`src/lpqs_pkg.sv`:
```
// Shared types and constants of the LED panel quarter-scan driver.
package lpqs_pkg;

	// Panel geometry that does not vary
	localparam int PANEL_HEIGHT = 16;

	// Operation codes of a command word
	localparam logic [1:0] OP_WRITE = 2'd0;
	localparam logic [1:0] OP_FLUSH = 2'd1;
	localparam logic [1:0] OP_TICK  = 2'd2;

	// Register indexes on the configuration port
	localparam logic REG_ON_TIME   = 1'b0;
	localparam logic REG_DEAD_TIME = 1'b1;

	// Register reset values
	localparam logic [15:0] ON_TIME_RESET   = 16'd100;
	localparam logic [7:0]  DEAD_TIME_RESET = 8'd5;

	// Command word
	typedef struct packed {
		logic [1:0] operation;
		logic [7:0] pixel_x;
		logic [7:0] pixel_y;
		logic       pixel_on;
	} cmd_t;

	// Pin-level word produced for each tick
	typedef struct packed {
		logic [1:0] row_select;
		logic       data_line;
		logic       shift_clock;
		logic       latch_strobe;
		logic       output_disable;
	} pins_t;

	// Bit request from the scan sequencer to the image stores
	typedef struct packed {
		logic        copy;
		logic [1:0]  row;
		logic [15:0] count;
	} scan_req_t;

endpackage

```
`src/lpqs_scan.sv`:
```
// Scan-phase sequencer producing the pin levels for each tick.
module lpqs_scan #(
	parameter int PANEL_WIDTH = 64
) (
	input  logic                clk,
	input  logic                arst_n,
	input  logic                tick_en,
	input  logic [15:0]         on_time,
	input  logic [7:0]          dead_time,
	input  logic                shown_bit,
	output lpqs_pkg::scan_req_t req,
	output lpqs_pkg::pins_t     pins
);

	localparam int          ROW_BYTES = (PANEL_WIDTH + 7) / 8;
	localparam logic [15:0] SHIFT_LEN = 16'(ROW_BYTES * 64);

	typedef enum logic [1:0] {
		PH_SHIFT,
		PH_LATCH,
		PH_DEAD,
		PH_ON
	} phase_t;

	phase_t      phase_q;
	logic [1:0]  row_q;
	logic [15:0] count_q;
	logic [1:0]  row_lines_q;

	phase_t      eff_ph;
	logic [1:0]  eff_row;
	logic [15:0] eff_cnt;

	function automatic logic [15:0] phase_len(phase_t ph, logic [15:0] on_t,
			logic [7:0] dead_t);
		logic [15:0] len;
		case (ph)
			PH_SHIFT: len = SHIFT_LEN;
			PH_LATCH: len = 16'd1;
			PH_DEAD:  len = {8'd0, dead_t};
			PH_ON:    len = on_t;
			default:  len = on_t;
		endcase
		return len;
	endfunction

	// Settle the phase: close finished phases and skip empty ones
	always_comb begin
		eff_ph  = phase_q;
		eff_row = row_q;
		eff_cnt = count_q;
		for (int i = 0; i < 3; i++) begin
			if (eff_cnt >= phase_len(eff_ph, on_time, dead_time)) begin
				eff_cnt = '0;
				case (eff_ph)
					PH_SHIFT: eff_ph = PH_LATCH;
					PH_LATCH: eff_ph = PH_DEAD;
					PH_DEAD:  eff_ph = PH_ON;
					PH_ON: begin
						eff_ph  = PH_SHIFT;
						eff_row = eff_row + 2'd1;
					end
					default:  eff_ph = PH_SHIFT;
				endcase
			end
		end
	end

	// Ask for the shift bit; start of scan row 0 takes the pending image
	always_comb begin
		req.copy  = tick_en && (eff_ph == PH_SHIFT) && (eff_row == 2'd0) &&
			(eff_cnt == 16'd0);
		req.row   = eff_row;
		req.count = eff_cnt;
	end

	// Drive the pin levels of the settled phase
	always_comb begin
		pins.row_select     = row_lines_q;
		pins.data_line      = 1'b1;
		pins.shift_clock    = 1'b0;
		pins.latch_strobe   = 1'b0;
		pins.output_disable = 1'b1;
		case (eff_ph)
			PH_SHIFT: begin
				pins.data_line   = ~shown_bit;
				pins.shift_clock = eff_cnt[0];
			end
			PH_LATCH: begin
				pins.latch_strobe = 1'b1;
				pins.row_select   = eff_row;
			end
			PH_ON: begin
				pins.output_disable = 1'b0;
			end
			default: begin
			end
		endcase
	end

	// Advance the sequencer on each tick
	always_ff @(posedge clk or negedge arst_n) begin
		if (!arst_n) begin
			phase_q     <= PH_SHIFT;
			row_q       <= 2'd0;
			count_q     <= 16'd0;
			row_lines_q <= 2'd0;
		end else if (tick_en) begin
			phase_q <= eff_ph;
			row_q   <= eff_row;
			count_q <= eff_cnt + 16'd1;
			if (eff_ph == PH_LATCH) begin
				row_lines_q <= eff_row;
			end
		end
	end

	// The latch tick loads the row lines with its scan row
	a_latch_row: assert property (@(posedge clk) disable iff (!arst_n)
		tick_en && (eff_ph == PH_LATCH) |=> row_lines_q == $past(eff_row))
		else $error("row lines not loaded on latch tick");

	// A settled shift phase stays inside the shift length
	a_shift_bound: assert property (@(posedge clk) disable iff (!arst_n)
		tick_en && (eff_ph == PH_SHIFT) |-> eff_cnt < SHIFT_LEN)
		else $error("shift position beyond row length");

	// A settled on phase stays inside the on time
	a_on_bound: assert property (@(posedge clk) disable iff (!arst_n)
		tick_en && (eff_ph == PH_ON) |-> eff_cnt < on_time)
		else $error("on phase beyond on time");

endmodule

```
`config.mk`:
```
export PLATFORM = sky130hd
export DESIGN_NAME = lpqs_scan
export DESIGN_NICKNAME = d
export VERILOG_FILES = /design/src/lpqs_pkg.sv /design/src/lpqs_scan.sv
export SDC_FILE = /design/constraint.sdc
export NUM_CORES = 1
export LEC_CHECK = 0
export ABC_AREA = 0
export ABC_CLOCK_PERIOD_IN_PS = 19000
export BUFFER_PORTS_ARGS = -buffer_cell sky130_fd_sc_hd__buf_2
export CORE_UTILIZATION = 46
export DETAILED_ROUTE_END_ITERATION = 6
export GPL_ROUTABILITY_DRIVEN = 0
export PLACE_DENSITY = 0.71
export SYNTH_ARGS = -nofsm -noshare
export SYNTH_HDL_FRONTEND = slang
export SYNTH_SLANG_ARGS = --single-unit
```
`constraint.sdc`:
```
create_clock -name clk -period 19 [get_ports clk]
set_clock_uncertainty 0.15 [all_clocks]
set_input_delay 3.8 -clock clk [delete_from_list [all_inputs] [get_ports clk]]
set_output_delay 3.8 -clock clk [all_outputs]
set_load 0.01 [all_outputs]
```
==> flow_summary_export.csv <==
group,metric,value,unit
status,status,"completed",
die,num_rows,30,
worst_setup_path,arrival,13.36,ns
worst_setup_path,r2r-end,"count_q[14]$_DFFE_PN0P_",
finish,num_antenna_cells,0,
sta,setup_violations,0,
detailed_routing,first_iter_violations,214,
synth,synth_seq_cells,22,
global_routing,met2_usage,46.7,%
worst_setup_path,crit_buf_inv,3,
synth,synthCells,440,
worst_setup_path,cp_num_cells,35,
clock_network,cts_tree,"yes",
detailed_routing,ant_nets,0,
clock_network,numClockSinks,22,
die,start_util,48.9,%
finish,syn2layout_area_growth,10.6,%
sta,rsz0062_at_grt,"false",
sta,slew_viol_final,0,
synth,ys_seq_area_share,16.2,%
synth,synth_top_flop_cell,"dfrtp_1",
worst_setup_path,reg2regPathDepth,40,
worst_setup_path,crit_required,15.05,ns
clock_network,cts_setup_buffers,0,
global_routing,antenna_found_initial,0,
finish,nFillCells,713,
worst_setup_path,critPathLaunchType,"primary input",
worst_setup_path,crit_type,"in2out",
detailed_routing,wire_per_inst,16.7,um
sta,fmax,57.8,MHz
worst_setup_path,max_stage_delay,0.92,ns
synth,synth_cell_type_count,55,
worst_setup_path,worst-r2r-setup-slack,7.14,ns
sta,tns,0,ns
sta,period_needed,17.31,ns
worst_setup_path,cp_top_family,"compound AO/OA/AOI/OAI gates",
synth,synth_area,3390,um2
synth,yosys.area_share.xor_xnor,2.06,%
synth,syn_area_per_cell,7.71,um2
synth,synth_compound_area_share,23.5,%
clock_network,post_cts_resized,0,
clock_network,path_clk_slew,0.08,ns
job,maxCapViolations,0,
global_routing,grt_start_max_net_pins,35,
finish,fin_nets,566,
synth,synth_top_family_by_area,"simple AND/OR/NAND/NOR gates",
min_path,holdCritPathClass,"reg2reg",
sta,finalHoldViolCount,0,
detailed_routing,drt_pass1_iterations,5,
placed_design,post-dp-hpwl,7.72,mm
detailed_routing,vias_per_cell,5.95,
global_routing,use_met1,33.3,%
detailed_routing,via_count,3413,
worst_setup_path,slowest_stage,"a2111oi_4",
synth,synth-edff-count,0,
global_routing,use_met3,3.68,%
worst_setup_path,critPathCapture,"req[18]",
die,die_x,87.9,um
synth,synthAdderAreaFrac,21.8,%
sta,fin_crit_sh,91.1,%
synth,synth-warning-count,0,
worst_setup_path,startpoint,"on_time[1]",
worst_setup_path,cp_max_fo,20,
worst_setup_path,cpMostUsedCell,"ha_1",
sta,worst_pin_slew,0.980,ns
global_routing,grt_busiest_layer,"met2",
die,core,6940,um2
clock_network,htree_levels,1,
global_routing,grt_pass1_wl,15.7,mm
worst_setup_path,crit_path_end_kind,"output pin",
detailed_routing,drt-total-wl,9.58,mm
global_routing,grt_pass1_vias,3221,
global_routing,overflow,0,
synth,synth_fp_nets,527,
finish,layout-drive-gt1-share,20.5,%
clock_network,worstSkewPairLatency,0.27,ns
clock_network,clk_path_buf_depth,2,
die,dieArea,7720,um2
synth,synth-simple-area-share,28.7,%
worst_setup_path,reg2reg_from,"phase_q[1]$_DFFE_PN0P_",
sta,max_slew_margin,34.6,%
synth,muxShareOfSynthArea,2.91,%
clock_network,root_buffer,"clkbuf_8",
global_routing,grt_usage,26.0,%
die,dieHeight,87.9,um
die,ios,53,
clock_network,hold_buffers,0,
synth,ys_async_sr_fraction,100,%
clock_network,cts_buffers,3,
placed_design,portBuffers,52,
detailed_routing,drc,0,
## registers in the layout (all words and copies together) (netlist names)
register,count
row_lines_q,2
row_q,2
count_q,16
phase_q,2
## how the worst min path moves through the flow
stage,to,slack [ns],from,cells past startpoint
floorplan,row_lines_q[0]$_DFFE_PN0P_,0.33,row_lines_q[0]$_DFFE_PN0P_,1
global placement,row_lines_q[0]$_DFFE_PN0P_,0.34,row_lines_q[0]$_DFFE_PN0P_,1
detailed placement,row_lines_q[1]$_DFFE_PN0P_,0.34,row_lines_q[1]$_DFFE_PN0P_,1
CTS,row_lines_q[1]$_DFFE_PN0P_,0.36,row_lines_q[1]$_DFFE_PN0P_,1
global route,row_lines_q[1]$_DFFE_PN0P_,0.39,row_lines_q[1]$_DFFE_PN0P_,1
finish,row_lines_q[1]$_DFFE_PN0P_,0.36,row_lines_q[1]$_DFFE_PN0P_,1
## stage by stage
stage          worst slack [ns]  hold slack, ns  utilization (%)  std cells  instance area (um2)
5_1_grt                   0.908           0.385             54.1        574                 3750
4_1_cts                    1.78           0.363             54.1        574                 3750
6_report                   1.69           0.361             54.1        574                 3750
3_5_place_dp               1.85           0.345             53.3        570                 3700
3_3_place_gp               2.15           0.339             53.3        570                 3700
2_1_floorplan              3.56           0.325                -        440                 3390
## layout by cell type, fill, tap and decap left out, types with 6 or more instances in the layout
cell type,synthesis,final
nand3_1,13,13
a21oi_1,29,29
dfrtp_1,22,22
xnor2_1,6,6
nor2_1,33,33
and2_1,23,23
and3_1,7,7
or2_2,21,21
nand4_1,8,8
a211oi_1,6,6
mux2_2,7,7
nand2_1,60,60
o21ai_0,19,19
buf_2,3,52
inv_1,22,22
ha_1,59,59
a22oi_1,22,22
## synthesized netlist by cell type (all sizes together), types with 2 or more instances
cell	count	area, um2
a211oi	6	45.0
a21bo	2	20.0
a21o	5	37.5
a21oi	29	145
a221oi	3	26.3
a22oi	23	178
a31oi	4	25.0
and2	23	144
and3	7	43.8
buf	4	26.3
clkbuf	15	56.3
dfrtp	22	551
ha	59	738
inv	22	82.6
mux2	7	78.8
mux2i	2	20.0
nand2	63	249
nand2b	3	18.8
nand3	14	82.6
nand4	8	50.1
nor2	33	124
nor2b	3	18.8
nor3	4	20.0
nor4	5	52.6
o211ai	4	30.0
o21ai	19	95.1
o22ai	2	12.5
o31ai	5	56.3
or2	21	131
xnor2	6	52.6
xor2	2	17.5
## routing by layer
metal | routed length (um) | up-vias
met5 | 0 | -
met4 | 109 | 0
met3 | 480 | 13
met2 | 4670 | 105
met1 | 4320 | 1629
li1 | - | 1666
## final cells by class
type,instances,area (um2),share of cell area (%)
clock buffers,4,55.1,1.47
inverters,22,82.6,2.20
multi-input cells,377,2680,71.3
flip-flops and latches,22,551,14.7
well taps,96,120,3.20
repair buffers,53,268,7.13
## cell families (layout without fill, tap and decap cells)
group	count (synthesis)	count (layout)
AO/OA/AOI/OAI	112	112
XOR/XNOR	8	8
adder cells (fa/ha/maj)	59	59
buffers and inverters	41	79
flip-flops	22	22
multiplexers	9	9
AND/OR/NAND/NOR	189	189
Power is left out: the tool's default activity adds up to more than one toggle a clock period on the data nets, which glitch-free logic cannot reach.
